`config.mk`:
```
export PLATFORM = sky130hd
export DESIGN_NAME = retry_backoff_controller
export DESIGN_NICKNAME = d
export VERILOG_FILES = /design/src/hw/rtl/rbc_pkg.sv /design/src/hw/rtl/retry_backoff_controller.sv /design/src/hw/rtl/rbc_delay.sv /design/src/hw/rtl/rbc_outq.sv /design/src/hw/rtl/rbc_core.sv
export SDC_FILE = /design/constraint.sdc
export NUM_CORES = 1
export LEC_CHECK = 0
export BUFFER_PORTS_ARGS = -buffer_cell sky130_fd_sc_hd__buf_2
export CAP_MARGIN = 15
export CORE_MARGIN = 2
export CORE_UTILIZATION = 58
export DETAILED_ROUTE_END_ITERATION = 12
export PLACE_DENSITY = 0.78
export SYNTH_ARGS = -nofsm -noshare
export SYNTH_HDL_FRONTEND = slang
export SYNTH_SLANG_ARGS = --single-unit
```
`constraint.sdc`:
```
create_clock -name clk -period 7.9 [get_ports clk]
set_input_delay 0.395 -clock clk [delete_from_list [all_inputs] [get_ports clk]]
set_output_delay 0.395 -clock clk [all_outputs]
set_load 0.02 [all_outputs]
```
`src/hw/rtl/rbc_pkg.sv`:
```
// Shared types and codes for the retry backoff controller.
// Used by every module under hw/rtl; depends on nothing.
`default_nettype none

package rbc_pkg;

	localparam int DelayW = 20;
	localparam int AttW   = 8;
	localparam int BaseW  = 16;
	localparam int MultW  = 8;
	localparam int RawW   = 32;
	localparam int CfgW   = 20;

	localparam logic [1:0] OP_START   = 2'd0;
	localparam logic [1:0] OP_OUTCOME = 2'd1;
	localparam logic [1:0] OP_TICK    = 2'd2;
	localparam logic [1:0] OP_CANCEL  = 2'd3;

	localparam logic [2:0] EV_LAUNCH     = 3'd0;
	localparam logic [2:0] EV_SUCCEEDED  = 3'd1;
	localparam logic [2:0] EV_RETRYING   = 3'd2;
	localparam logic [2:0] EV_ALL_FAILED = 3'd3;
	localparam logic [2:0] EV_TIMED_OUT  = 3'd4;

	localparam logic [1:0] REG_ATTEMPT_LIMIT = 2'd0;
	localparam logic [1:0] REG_BASE_DELAY    = 2'd1;
	localparam logic [1:0] REG_MULTIPLIER    = 2'd2;
	localparam logic [1:0] REG_DELAY_CAP     = 2'd3;

	localparam logic [AttW-1:0]   RST_ATTEMPT_LIMIT = 8'd3;
	localparam logic [BaseW-1:0]  RST_BASE_DELAY    = 16'd1000;
	localparam logic [MultW-1:0]  RST_MULTIPLIER    = 8'd32;
	localparam logic [DelayW-1:0] RST_DELAY_CAP     = 20'd30000;

	typedef struct packed {
		logic [AttW-1:0]   attempt_limit;
		logic [BaseW-1:0]  base_delay;
		logic [MultW-1:0]  backoff_multiplier;
		logic [DelayW-1:0] delay_cap;
	} cfg_t;

	typedef struct packed {
		logic [2:0]        event_res;
		logic [AttW-1:0]   attempt_number;
		logic [DelayW-1:0] delay_value;
		logic              last;
	} result_t;

	typedef struct packed {
		logic [1:0] cnt;
		result_t    r0;
		result_t    r1;
	} push_t;

endpackage

`default_nettype wire

```
`src/hw/rtl/retry_backoff_controller.sv`:
```
// Retry sequencer with capped exponential backoff.
// Input channel (in_valid/in_ready) carries one operation beat: start, attempt
// outcome, tick or cancel. Output channel (out_valid/out_ready) carries one
// event beat; an input beat causes zero, one or two events, the final one
// flagged by last.
// Flow: an accepted beat is registered in the input stage and processed once the
// queue has room, which writes its events into the queue; a timeout beat puts two
// events in the queue at once.
// Throughput: one input beat per cycle while the four-entry result queue holds
// at most two events; the input stalls when the output side is stalled and the
// queue fills.
// Configuration: cfg_write with cfg_index and cfg_data updates one register;
// write only while idle.
// Reset: arst_n clears the sequencer to idle, empties the queue and loads the
// register defaults (limit 3, base 1000, factor 2.0, cap 30000).
// Depends on rbc_pkg, rbc_core, rbc_delay and rbc_outq.
`default_nettype none

module retry_backoff_controller (
	input  wire                              clk,
	input  wire                              arst_n,
	input  wire                              cfg_write,
	input  wire logic [1:0]                  cfg_index,
	input  wire logic [rbc_pkg::CfgW-1:0]    cfg_data,
	input  wire                              in_valid,
	output logic                             in_ready,
	input  wire logic [1:0]                  operation,
	input  wire                              success,
	input  wire logic [rbc_pkg::DelayW-1:0]  timeout_ticks,
	output logic                             out_valid,
	input  wire                              out_ready,
	output logic [2:0]                       event_res,
	output logic [rbc_pkg::AttW-1:0]         attempt_number,
	output logic [rbc_pkg::DelayW-1:0]       delay_value,
	output logic                             last
);

	rbc_pkg::cfg_t    cfg_q;
	rbc_pkg::push_t   push;
	rbc_pkg::result_t head;
	logic             room;

	always_ff @(posedge clk or negedge arst_n) begin
		if (!arst_n) begin
			cfg_q.attempt_limit      <= rbc_pkg::RST_ATTEMPT_LIMIT;
			cfg_q.base_delay         <= rbc_pkg::RST_BASE_DELAY;
			cfg_q.backoff_multiplier <= rbc_pkg::RST_MULTIPLIER;
			cfg_q.delay_cap          <= rbc_pkg::RST_DELAY_CAP;
		end else if (cfg_write) begin
			unique case (cfg_index)
				rbc_pkg::REG_ATTEMPT_LIMIT:
					cfg_q.attempt_limit <= cfg_data[rbc_pkg::AttW-1:0];
				rbc_pkg::REG_BASE_DELAY:
					cfg_q.base_delay <= cfg_data[rbc_pkg::BaseW-1:0];
				rbc_pkg::REG_MULTIPLIER:
					cfg_q.backoff_multiplier <= cfg_data[rbc_pkg::MultW-1:0];
				rbc_pkg::REG_DELAY_CAP:
					cfg_q.delay_cap <= cfg_data[rbc_pkg::DelayW-1:0];
				default: begin
				end
			endcase
		end
	end

	rbc_core u_core (
		.clk           (clk),
		.arst_n        (arst_n),
		.cfg           (cfg_q),
		.in_valid      (in_valid),
		.in_ready      (in_ready),
		.operation     (operation),
		.success       (success),
		.timeout_ticks (timeout_ticks),
		.room          (room),
		.push          (push)
	);

	rbc_outq u_outq (
		.clk       (clk),
		.arst_n    (arst_n),
		.push      (push),
		.room      (room),
		.out_valid (out_valid),
		.out_ready (out_ready),
		.head      (head)
	);

	assign event_res      = head.event_res;
	assign attempt_number = head.attempt_number;
	assign delay_value    = head.delay_value;
	assign last           = head.last;

endmodule

`default_nettype wire

```
`src/hw/rtl/rbc_delay.sv`:
```
// Backoff delay step: running product with saturation, then the cap.
// Attempts up to 1 start from the base delay. Depends on rbc_pkg.
`default_nettype none

module rbc_delay (
	input  wire rbc_pkg::cfg_t                 cfg,
	input  wire logic [rbc_pkg::AttW-1:0]   attempt,
	input  wire logic [rbc_pkg::RawW-1:0]   raw,
	output logic      [rbc_pkg::RawW-1:0]   raw_next,
	output logic      [rbc_pkg::DelayW-1:0] delay
);

	localparam int ProdW = rbc_pkg::RawW + rbc_pkg::MultW;

	logic [ProdW-1:0]   prod;
	logic [ProdW-5:0]   scaled;
	logic [rbc_pkg::RawW-1:0] grown;

	always_comb begin
		prod   = {{rbc_pkg::MultW{1'b0}}, raw} * {{rbc_pkg::RawW{1'b0}}, cfg.backoff_multiplier};
		scaled = prod[ProdW-1:4];
		grown  = (|scaled[ProdW-5:rbc_pkg::RawW]) ? '1 : scaled[rbc_pkg::RawW-1:0];
		if (attempt <= rbc_pkg::AttW'(1)) begin
			raw_next = {{(rbc_pkg::RawW-rbc_pkg::BaseW){1'b0}}, cfg.base_delay};
		end else begin
			raw_next = grown;
		end
		if (raw_next > {{(rbc_pkg::RawW-rbc_pkg::DelayW){1'b0}}, cfg.delay_cap}) begin
			delay = cfg.delay_cap;
		end else begin
			delay = raw_next[rbc_pkg::DelayW-1:0];
		end
	end

endmodule

`default_nettype wire

```
`src/hw/rtl/rbc_outq.sv`:
```
// Four-entry result queue: takes up to two results a cycle, hands out one.
// Depends on rbc_pkg.
`default_nettype none

module rbc_outq (
	input  wire                  clk,
	input  wire                  arst_n,
	input  wire rbc_pkg::push_t  push,
	output logic                 room,
	output logic                 out_valid,
	input  wire                  out_ready,
	output rbc_pkg::result_t     head
);

	rbc_pkg::result_t mem_q [4];
	logic [1:0] wr_q;
	logic [1:0] rd_q;
	logic [2:0] count_q;
	logic       pop;
	logic [1:0] wr_p1;

	assign out_valid = (count_q != 3'd0);
	assign pop       = out_valid && out_ready;
	assign room      = (count_q <= 3'd2);
	assign head      = mem_q[rd_q];
	assign wr_p1     = wr_q + 2'd1;

	always_ff @(posedge clk) begin
		if (push.cnt != 2'd0) begin
			mem_q[wr_q] <= push.r0;
		end
		if (push.cnt == 2'd2) begin
			mem_q[wr_p1] <= push.r1;
		end
	end

	always_ff @(posedge clk or negedge arst_n) begin
		if (!arst_n) begin
			wr_q    <= '0;
			rd_q    <= '0;
			count_q <= '0;
		end else begin
			wr_q    <= wr_q + push.cnt;
			rd_q    <= rd_q + {1'b0, pop};
			count_q <= count_q + {1'b0, push.cnt} - {2'b0, pop};
		end
	end

endmodule

`default_nettype wire

```
`src/hw/rtl/rbc_core.sv`:
```
// Input register and sequencing state of the retry controller.
// Depends on rbc_pkg and rbc_delay.
`default_nettype none

module rbc_core (
	input  wire                              clk,
	input  wire                              arst_n,
	input  wire rbc_pkg::cfg_t               cfg,
	input  wire                              in_valid,
	output logic                             in_ready,
	input  wire logic [1:0]                  operation,
	input  wire                              success,
	input  wire logic [rbc_pkg::DelayW-1:0]  timeout_ticks,
	input  wire                              room,
	output rbc_pkg::push_t                   push
);

	localparam logic [1:0] PH_IDLE   = 2'd0;
	localparam logic [1:0] PH_FLIGHT = 2'd1;
	localparam logic [1:0] PH_WAIT   = 2'd2;

	logic                          valid_s1;
	logic [1:0]                    op_s1;
	logic                          success_s1;
	logic [rbc_pkg::DelayW-1:0]    tmo_s1;

	logic [1:0]                    phase_q,   phase_d;
	logic [rbc_pkg::AttW-1:0]      attempt_q, attempt_d;
	logic [rbc_pkg::RawW-1:0]      raw_q,     raw_d;
	logic [rbc_pkg::DelayW-1:0]    wait_q,    wait_d;
	logic [rbc_pkg::DelayW-1:0]    flight_q,  flight_d;
	logic [rbc_pkg::DelayW-1:0]    armed_q,   armed_d;

	logic [rbc_pkg::RawW-1:0]      raw_next;
	logic [rbc_pkg::DelayW-1:0]    delay;
	logic [rbc_pkg::DelayW-1:0]    flight_inc;
	logic [rbc_pkg::AttW-1:0]      attempt_inc;
	logic                          proc;
	logic                          fail_all;
	rbc_pkg::result_t              fail_res;
	logic [1:0]                    f_phase;
	logic [rbc_pkg::AttW-1:0]      f_attempt;
	logic [rbc_pkg::RawW-1:0]      f_raw;
	logic [rbc_pkg::DelayW-1:0]    f_wait;

	rbc_delay u_delay (
		.cfg      (cfg),
		.attempt  (attempt_q),
		.raw      (raw_q),
		.raw_next (raw_next),
		.delay    (delay)
	);

	assign proc     = valid_s1 && room;
	assign in_ready = !valid_s1 || room;

	always_ff @(posedge clk) begin
		if (in_valid && in_ready) begin
			op_s1      <= operation;
			success_s1 <= success;
			tmo_s1     <= timeout_ticks;
		end
	end

	always_comb begin
		flight_inc  = flight_q + rbc_pkg::DelayW'(1);
		attempt_inc = attempt_q + rbc_pkg::AttW'(1);
		fail_all    = (attempt_q >= cfg.attempt_limit);

		fail_res.event_res      = fail_all ? rbc_pkg::EV_ALL_FAILED : rbc_pkg::EV_RETRYING;
		fail_res.attempt_number = attempt_q;
		fail_res.delay_value    = fail_all ? '0 : delay;
		fail_res.last           = 1'b1;

		f_phase   = fail_all ? PH_IDLE : PH_WAIT;
		f_attempt = fail_all ? '0 : attempt_q;
		f_raw     = fail_all ? '0 : raw_next;
		f_wait    = fail_all ? '0 : delay;

		phase_d   = phase_q;
		attempt_d = attempt_q;
		raw_d     = raw_q;
		wait_d    = wait_q;
		flight_d  = flight_q;
		armed_d   = armed_q;
		push      = '0;

		if (proc) begin
			unique case (op_s1)
				rbc_pkg::OP_START: begin
					phase_d   = PH_FLIGHT;
					attempt_d = rbc_pkg::AttW'(1);
					raw_d     = '0;
					wait_d    = '0;
					flight_d  = '0;
					armed_d   = tmo_s1;
					push.cnt  = 2'd1;
					push.r0.event_res      = rbc_pkg::EV_LAUNCH;
					push.r0.attempt_number = rbc_pkg::AttW'(1);
					push.r0.last           = 1'b1;
				end
				rbc_pkg::OP_OUTCOME: begin
					if (phase_q == PH_FLIGHT) begin
						push.cnt = 2'd1;
						flight_d = '0;
						if (success_s1) begin
							phase_d   = PH_IDLE;
							attempt_d = '0;
							raw_d     = '0;
							wait_d    = '0;
							push.r0.event_res      = rbc_pkg::EV_SUCCEEDED;
							push.r0.attempt_number = attempt_q;
							push.r0.last           = 1'b1;
						end else begin
							phase_d   = f_phase;
							attempt_d = f_attempt;
							raw_d     = f_raw;
							wait_d    = f_wait;
							push.r0   = fail_res;
						end
					end
				end
				rbc_pkg::OP_TICK: begin
					if (phase_q == PH_FLIGHT) begin
						if (armed_q != '0) begin
							if (flight_inc >= armed_q) begin
								phase_d   = f_phase;
								attempt_d = f_attempt;
								raw_d     = f_raw;
								wait_d    = f_wait;
								flight_d  = '0;
								push.cnt  = 2'd2;
								push.r0.event_res      = rbc_pkg::EV_TIMED_OUT;
								push.r0.attempt_number = attempt_q;
								push.r0.delay_value    = armed_q;
								push.r0.last           = 1'b0;
								push.r1   = fail_res;
							end else begin
								flight_d = flight_inc;
							end
						end
					end else if (phase_q == PH_WAIT) begin
						if (wait_q <= rbc_pkg::DelayW'(1)) begin
							phase_d   = PH_FLIGHT;
							attempt_d = attempt_inc;
							wait_d    = '0;
							flight_d  = '0;
							push.cnt  = 2'd1;
							push.r0.event_res      = rbc_pkg::EV_LAUNCH;
							push.r0.attempt_number = attempt_inc;
							push.r0.last           = 1'b1;
						end else begin
							wait_d = wait_q - rbc_pkg::DelayW'(1);
						end
					end
				end
				rbc_pkg::OP_CANCEL: begin
					phase_d   = PH_IDLE;
					attempt_d = '0;
					raw_d     = '0;
					wait_d    = '0;
					flight_d  = '0;
				end
				default: begin
					phase_d = PH_IDLE;
				end
			endcase
		end
	end

	always_ff @(posedge clk or negedge arst_n) begin
		if (!arst_n) begin
			valid_s1  <= 1'b0;
			phase_q   <= PH_IDLE;
			attempt_q <= '0;
			raw_q     <= '0;
			wait_q    <= '0;
			flight_q  <= '0;
			armed_q   <= '0;
		end else begin
			if (in_ready) begin
				valid_s1 <= in_valid;
			end
			phase_q   <= phase_d;
			attempt_q <= attempt_d;
			raw_q     <= raw_d;
			wait_q    <= wait_d;
			flight_q  <= flight_d;
			armed_q   <= armed_d;
		end
	end

endmodule

`default_nettype wire

```
# --- Word-level counts from Yosys, hierarchy flattened ---
# Memories as Yosys holds them, arrays and structs flattened.
# Cells that the tools add are included.
word_totals:
  reg_bits: 185
  mem_bits_ro: 0
  input_bits: 50
  memories: 1
  ramBits: 128
  out_inout_bits: 34
  wordCells: 137
  latchBits: 0
mem_list:
  columns: ["name", "depth", "word_bits", "rd", "rd_clocked_by_memory_dff", "wr", "line", "rtl"]
  rows:
  - ["u_outq.mem_q", 4, 32, 1, 0, 2, "rbc_outq.sv:15", "rbc_pkg::result_t mem_q [4];"]
classes:
  n_lt_le_gt_ge: 6
  eq_ne: 17
  n_reduce_logical: 21
  div: 0
  add_sub_neg: 8
  bitwise: 0
  n_shift: 0
  muxes: 66
  n_mul: 1
ops:
  columns: ["operator", "n"]
  rows:
  - ["20-bit 2-to-1 mux", 16]
  - ["32-bit 2-to-1 mux", 10]
  - ["66-bit 2-to-1 mux", 3]
  - ["20-bit case mux with 3 select lines", 2]
  - ["32-bit case mux with 3 select lines", 1]
  - ["8-bit 2-to-1 mux", 8]
  - ["32-bit by 8-bit multiplier with 40-bit output", 1]
  - ["20-bit case mux with 2 select lines", 1]
  - ["13-bit case mux with 3 select lines", 1]
  - ["33-bit 2-to-1 mux", 1]
  - ["32-bit by 20-bit > comparator with 1-bit output", 1]
  - ["8-bit case mux with 4 select lines", 1]
  - ["13-bit 2-to-1 mux", 2]
  - ["20-bit by 1-bit adder with 20-bit output, second input constant", 1]
  - ["20-bit >= comparator", 1]
  - ["20-bit by 1-bit less-or-equal comparator with 1-bit output, second input constant", 1]
  - ["20-bit nonzero test", 1]
  - ["20-bit by 1-bit subtractor with 20-bit output, second input constant", 1]
  - ["2-bit 2-to-1 mux", 8]
  - ["5-bit AND reduction", 3]
  - ["2-bit == test, second input constant", 6]
  - ["12-bit 2-to-1 mux", 1]
  - ["11-bit 2-to-1 mux", 1]
  - ["2-bit AND reduction", 5]
  - ["25 further kinds", 42]

# --- Logic depth before layout (Yosys ltp) ---
# Gate-level depths: netlist (run 1).
depth:
  ltp_word: 15
  depth_mapped: 36
  depth_no_buf: 32

# --- By module ---
# From an unflattened synthesis (run 1), not the netlist that was laid out.
hier_totals:
  hier_cells: 2414
  hier_area_um2: 26030.0
modules_own_cells:
  columns: ["module", "instances", "cells_per_inst", "area_each_um2", "seq_area_each_um2"]
  rows:
  - ["rbc_delay", 1, 1142, 9429.0, 0.0]
  - ["rbc_core", 1, 808, 7644.8, 3268.1]
  - ["rbc_outq", 1, 353, 6972.9, 4018.9]
  - ["retry_backoff_controller", 1, 111, 1983.2, 1321.3]

# --- Worst setup path after synthesis (run 1) ---
# Ideal clock, no wire load.
synth_timing:
  path_type: "reg2reg"
  from: "register cfg_q[25] (netlist bit)"
  to: "memory u_outq.mem_q[1][20] (netlist bit) (data pin)"
  setup_time_ps: 257
  n_path_buf: 5
  required_time_ps: 7643
  period_less_slack_ps: 8459
  path_stages_with_launch: 35
  setup_slack_ps: -559
  t_arrival_ps: 8202
  cell_sequence: "dfstp_2 -> clkbuf_1 -> and2_1 -> fa_1 -> fa_1 -> fa_1 -> inv_1 -> fa_1 -> inv_1 -> ha_1 -> buf_2 -> a21oi_2 -> a2111oi_0 -> a2111oi_1 -> and3_1 -> o211ai_1 -> xnor2_1 -> o21ai_0 -> nor2_1 -> clkbuf_1 -> clkbuf_1 -> a21oi_1 -> ha_1 -> o21ai_0 -> nor2_1 -> nor2_1 -> nand3_1 -> o21ai_0 -> o211ai_1 -> a2111o_1 -> nor4_2 -> a21o_2 -> buf_4 -> mux2_2 -> a32o_1"
synth_rtl:
  columns: ["item", "line", "rtl"]
  rows:
  - ["start: declaration", "retry_backoff_controller.sv:38", "rbc_pkg::cfg_t cfg_q;"]
  - ["end: declaration", "rbc_outq.sv:15", null]

==> results of run 1 <==
layout by cell type (no fill, tap or decap), types with 9 or more instances in the layout:
cell       netlist  routed
a211oi_1        17      13
a21o_1          27      26
a21oi_1         96      76
a21oi_2          1      16
a221o_1         11      11
a22o_1          50      50
a31oi_1         20       9
a32o_1          78      76
and2_1         226     219
and3_1          21      19
buf_12           0      15
buf_2            7      82
buf_4            7     256
buf_6            7      13
clkbuf_16        0      41
dfrtp_1        146     144
dfstp_2         16      16
edfxtp_1       147     147
fa_1           181     176
ha_1           120      93
ha_4             0      26
inv_1          227     220
mux2_2          84      66
mux2_4           0      18
mux4_2          32      32
nand2_1        190     186
nand2b_1        28      28
nand3_1         36      34
nand4_1         26      26
nor2_1         116     111
nor3_1          42      33
nor4_1          15      14
o211ai_1        13      13
o21a_1          13      13
o21ai_0         94      76
o21ai_1          3      12
o31ai_1         18      16
or3_1           14      13
xnor2_1         36      36
xor2_1          29      29
power groups by stage:
| stage | registers, mW | logic (mW) | clock network (mW) |
|---|---|---|---|
| finish | 2.35 | 5.15 | 1.82 |
| global route | 2.37 | 5.52 | 1.89 |
| CTS | 2.33 | 4.71 | 1.83 |
| detailed placement | 2.36 | 4.29 | 0 |
| global placement | 2.34 | 4.22 | 0 |
| floorplan | 2.18 | 2.76 | 0 |
sequential cells by signal (all words and copies together), names as in the netlist, 3 cells and up:
register,cells
u_core.armed_q,20
u_core.attempt_q,8
u_outq.count_q,3
u_core.raw_q,32
cfg_q,52
u_outq.mem_q,128
u_core.tmo_s1,20
u_core.flight_q,20
u_core.wait_q,20
repair_timing:
action,CTS,global route
hold buffers,1,0
pin swaps,110,75
setup endpoints to repair,100,100
gates cloned,4,3
setup buffers,18,19
hold endpoints to repair,57,0
resized for setup,116,96
final cells by class:
cell class,count,area share
Inverter,228,0.02802
Tap cell,585,0.02397
Timing Repair Buffer,374,0.09698
Clock inverter,22,0.009505
Multi-Input combinational cell,1755,0.5280
Sequential cell,313,0.2807
Clock buffer,44,0.03286
kinds of logic (layout without fill, tap and decap cells):
group,after synthesis,after routing
adders and majority gates,301,301
buffers and inverters,361,668
muxes,119,119
AOI/OAI and AO/OA,506,506
DFF,313,313
xor gates and xnor gates,65,65
and+or+nand+nor,764,764
path summary, 6_finish.rpt:
check	cells after the start	end
setup / recovery	32	u_outq.mem_q[1][6]$_DFFE_PP_
hold / removal	1	u_core.tmo_s1[16]$_DFFE_PP_
setup reg to reg	32	u_outq.mem_q[1][6]$_DFFE_PP_
hold reg to reg	1	u_core.armed_q[19]$_DFFE_PN0P_
max in group asynchronous	4	cfg_q[23]$_DFFE_PN0P_
min in group asynchronous	2	u_outq.count_q[2]$_DFF_PN0_
layer usage:
| metal | share of wire | vias to the layer above | GRT usage |
|---|---|---|---|
| li1 | - | 9168 | - |
| met1 | 0.38 | 10460 | 0.4469 |
| met2 | 0.48 | 1116 | 0.5486 |
| met3 | 0.099 | 249 | 0.07578 |
| met4 | 0.042 | 0 | 0.1275 |
| met5 | 0 | - | 0 |
==> impl_metrics.ini, run 1 <==
[layout]
antenna_cells = 0
syn2layout_area_growth_pct = 21.60
layout.nets = 3059
fillers = 2993
utilization = 0.7121
design_area_mm2 = 0.03054
fin_cells = 3321
ff_latch_area_mm2 = 0.008571
multi_input_area_mm2 = 0.01612
drive_gt1_frac = 0.2675

[synthesis]
ys_ff_latch = 313
yosys.area_share.simple = 0.1604
synthesis.area_mm2 = 0.02511
synth-xor-area-share = 0.02267
synth_cells = 2429
synth.top_cell.area_share = 0.1758
synthAdderAreaFrac = 0.2041
synth_commonest_cells = inv_1, and2_1, nand2_1
synth.area.top_cells = edfxtp_1, dfrtp_1, fa_1
syn-mean-instance-area_um2 = 10.34
synth_top_family_by_area = adder cells
synth_nets = 2780
yosysMostFrequentCell = inv_1
async_flop_share = 0.5176
ys_types = 87
yosys.area.top_type = edfxtp_1
synth_compound_area_frac = 0.1462
synthMuxAreaShare = 0.06756
yosysWarningCount = 0
yosysSeqAreaShare = 0.3412
synth_ff_type = edfxtp_1
synth_edf_count = 147

[sta]
max_freq_mhz = 119.9
worst_pin_slew_ps = 1198
relSlewSlack = 0.1945
hold_viol = 0
rsz0062_at_grt = yes
skew_ps = 24.50
slew_violations = 0
hold_slack_ps = 29.09
setup_slack_ps = -443.2
setup_viol = 100
fin_crit_sh = 1.056
final.setup.tns_ps = -38420
finalCriticalPeriod_ps = 8343

[die]
dieWidth_um = 212.1
core-area_mm2 = 0.04289
ios = 84
rows = 76
dieHeight_um = 212.1
start_util = 0.5856
dieArea_mm2 = 0.04498

[cts]
clock-root-buffer = clkbuf_16
cts_buffer_depth = 3
htreeDepth = 2
cts.sinks = 313
clock_latency_ps = 550
cts_tree = done
cts_buffers = 36
path_clk_slew_ps = 70

[detailed_routing]
drc = 0
via_per_inst = 6.321
ant_nets = 0
drt_first_iter_violations = 2059
wl_per_cell_um = 22.89
dr.pass1.iters = 6
routed_wl_um = 76020
dr_total_vias = 20990

[grt]
grt_start_max_net_pins = 79
overflow = 0
grtUsageTotal = 0.3385
antenna_found_initial = 0
grt_pass1_vias = 21510
grt_pass1_wl_um = 118000

[placement]
routabilityCongestion = 0.9795
port_buffers = 83
hpwlAfterDp_um = 53460
place_inst = 3216
place_area_mm2 = 0.02778
dp_slack_ps = -572.6

[power]
intPower_mw = 5.300
p_seq_frac = 0.252
pwr-share-clk = 0.195
leakage_nw = 13.72
netSwitchingPower_mw = 4.025
power_mw = 9.325
power_frac_comb = 0.552
p_per_area_mw_per_mm2 = 305.4
swShare = 0.4317
irDropWorstVdd_mv = 0.2913

[worst_setup_path]
worst-setup-path-type = flop to flop
critical-path-top-delay-family = adder cells
cp.required_ps = 8190
rr_startpoint = cfg_q[25]$_DFFE_PN1P_
cp-startpoint = cfg_q[25]$_DFFE_PN1P_
r2r_slack_ps = -440
cp-start-kind = flop
critPathBufInv = 6
worst-path-max-fanout = 6
cp-end-kind = flop
slowest_stage = dfstp_2
max_stage_delay_ps = 600
cp.arrival_ps = 8630
critPathMostFrequentCell = fa_1

[hold_path]
hp-start = timeout_ticks[16]
hold_path.class = input pin to flop

[flow_run]
drv_cap = 0

[outcome]
violations = negative setup slack
status = finished, violations left
Power figures use the tool's default switching activity.
==> run 2: changes to the inputs <==
Settings changed: CORE_UTILIZATION 58 to 35, PLACE_DENSITY 0.78 to default, SLEW_MARGIN from default to 20.
==> run 2 against run 1 <==
Compared with the run above: the flow still finishes with violations (negative setup slack); register-to-register slack worse by 120 ps; fmax is 1.4% lower; via count is 2.0% lower; design area is 1.9% higher; utilization is 28 points lower; global-route usage is 13 points lower; cell count is 12% higher; worst setup slack worse by 120 ps; critical path depth is 2 higher; largest power group unchanged.
==> impl_metrics.ini, run 2 (same netlist as run 1, synthesis figures left out) <==
[grt]
grtUsageTotal = 0.2112
grt_pass1_vias = 21470
gr-usage-met2 = 0.3445
grt_pass1_wl_um = 123100
grt_start_max_net_pins = 95
antenna_found_initial = 4
grt_use_met3 = 0.03544
overflow = 0
grt_busiest_layer = met2
grtUsageMet1 = 0.2904

[worst_setup_path]
cp.required_ps = 8230
cp-end-kind = flop
cp.arrival_ps = 8790
worst-setup-path-type = flop to flop
max_stage_delay_ps = 560
critical-path-top-delay-family = adder cells
slowest_stage = fa_1
r2r_end = u_outq.mem_q[1][5]$_DFFE_PP_
worst-path-max-fanout = 9
r2r_slack_ps = -560
cp-start-kind = flop
reg2reg_depth = 34
rr_startpoint = cfg_q[22]$_DFFE_PN0P_
critPathBufInv = 7

[sta]
slew_violations = 0
finalCriticalPeriod_ps = 8461
skew_ps = 18.63
final.setup.tns_ps = -47390
setup_viol = 100
hold_slack_ps = 32.17
max_freq_mhz = 118.2
hold_viol = 0
relSlewSlack = 0.2441
rsz0062_at_grt = yes
fin_crit_sh = 1.071
setup_slack_ps = -560.8
worst_pin_slew_ps = 1125

[layout]
fin_cells = 3712
syn2layout_area_growth_pct = 23.87
antenna_cells = 0
mostFrequentLayoutCells = buf_4, inv_1, and2_1
layout_commonest_cell = buf_4
drive_gt1_frac = 0.2654
utilization = 0.4366
design_area_mm2 = 0.03111
layout.nets = 3083
largest_register = u_outq.mem_q
largest_reg_flops = 128
reg.largest.list = u_outq.mem_q (128), cfg_q (52), u_core.raw_q (32)

[cts]
cts_buffer_depth = 3
cts_tree = done
cts_buffers = 38
path_clk_slew_ps = 60
clock-root-buffer = clkbuf_16
htreeDepth = 2
clock_latency_ps = 570
cts.sinks = 313

[die]
dieArea_mm2 = 0.07391
core-area_mm2 = 0.07124
rows = 98
start_util = 0.3525
dieHeight_um = 271.9
dieWidth_um = 271.9
ios = 84

[placement]
place_inst = 3587
dp_slack_ps = -826.3
place_area_mm2 = 0.02831
port_buffers = 83
routabilityCongestion = 0.9381
hpwlAfterDp_um = 57240

[outcome]
status = finished, violations left
violations = negative setup slack

[power]
leakage_nw = 13.70
p_per_area_mw_per_mm2 = 294.2
irDropWorstVdd_mv = 0.2186
power_mw = 9.152

[detailed_routing]
drc = 0
via_per_inst = 5.540
ant_nets = 0
drt_first_iter_violations = 2021
routed_wl_um = 78710
dr.pass1.iters = 6
dr_total_vias = 20570
wl_per_cell_um = 21.20

[hold_path]
hold_path.class = input pin to flop
min_to = u_core.valid_s1$_DFFE_PN0N_
worstHoldPathCells = 2
hp-start = in_valid

[flow_run]
drv_cap = 0
==> run 2: cell count changes in the layout (fill, tap and decap cells not counted), moves of 4 or more <==
| cell | previous run | this run |
|---|---|---|
| and2_4 | 8 | 12 |
| dlygate4sd3_1 | 1 | 24 |
| a21oi_1 | 76 | 80 |
| clkbuf_1 | 3 | 16 |
| buf_6 | 13 | 8 |
| buf_12 | 15 | 20 |
| bufinv_16 | 6 | 1 |
| and2_1 | 219 | 214 |
==> run 2: routing by layer <==
| metal | up-vias | part of all wire |
|---|---|---|
| met1 | 10360 | 0.43 |
| met5 | - | 0.000089 |
| met4 | 2 | 0.021 |
| li1 | 9211 | - |
| met3 | 150 | 0.078 |
| met2 | 846 | 0.47 |
==> run 2: worst max path at each step <==
stage,from,endpoint,depth (start not counted)
2_1_floorplan,cfg_q[25]$_DFFE_PN1P_,u_outq.mem_q[1][20]$_DFFE_PP_,32
3_3_place_gp,cfg_q[25]$_DFFE_PN1P_,u_outq.mem_q[0][7]$_DFFE_PP_,31
3_5_place_dp,cfg_q[25]$_DFFE_PN1P_,u_outq.mem_q[1][7]$_DFFE_PP_,31
4_1_cts,cfg_q[27]$_DFFE_PN0P_,u_outq.mem_q[0][1]$_DFFE_PP_,34
5_1_grt,cfg_q[25]$_DFFE_PN1P_,u_outq.mem_q[3][6]$_DFFE_PP_,35
6_report,cfg_q[22]$_DFFE_PN0P_,u_outq.mem_q[1][5]$_DFFE_PP_,34
==> run 2: area by class of cell <==
cell class | instances | area [µm²]
tap | 950 | 1189
multi-input combinational | 1755 | 16070
sequential | 313 | 8574
timing repair buffer | 396 | 3221
clock inverter | 13 | 145.1
clock buffer | 57 | 1052
inverter | 228 | 855.8
fill | 6683 | 40130
==> run 2: power by group <==
part	switching [mW]	total (mW)	internal, mW
logic	2.88	5.08	2.20
registers	0.378	2.36	1.98
clock network	0.750	1.72	0.971
total	4.01	9.15	5.14
==> run 2: worst register-to-register path: cells and delay by family (launching register included) <==
| kind | cells | cell delay [ps] |
|---|---|---|
| adders and majority gates | 6 | 2690 |
| AOI/OAI and AO/OA | 11 | 2060 |
| and+or+nand+nor | 8 | 1460 |
| buffers and inverters | 7 | 890 |
| DFF | 1 | 490 |
| muxes | 1 | 390 |
| xor gates and xnor gates | 1 | 230 |
==> run 2: timing repair <==
action | in CTS | in global routing
setup buffers | 14 | 12
gates cloned | 4 | 3
resized for setup | 131 | 69
hold endpoints to repair | 90 | 0
hold buffers | 24 | 0
endpoints found under the setup margin | 100 | 100
pin swaps | 96 | 78
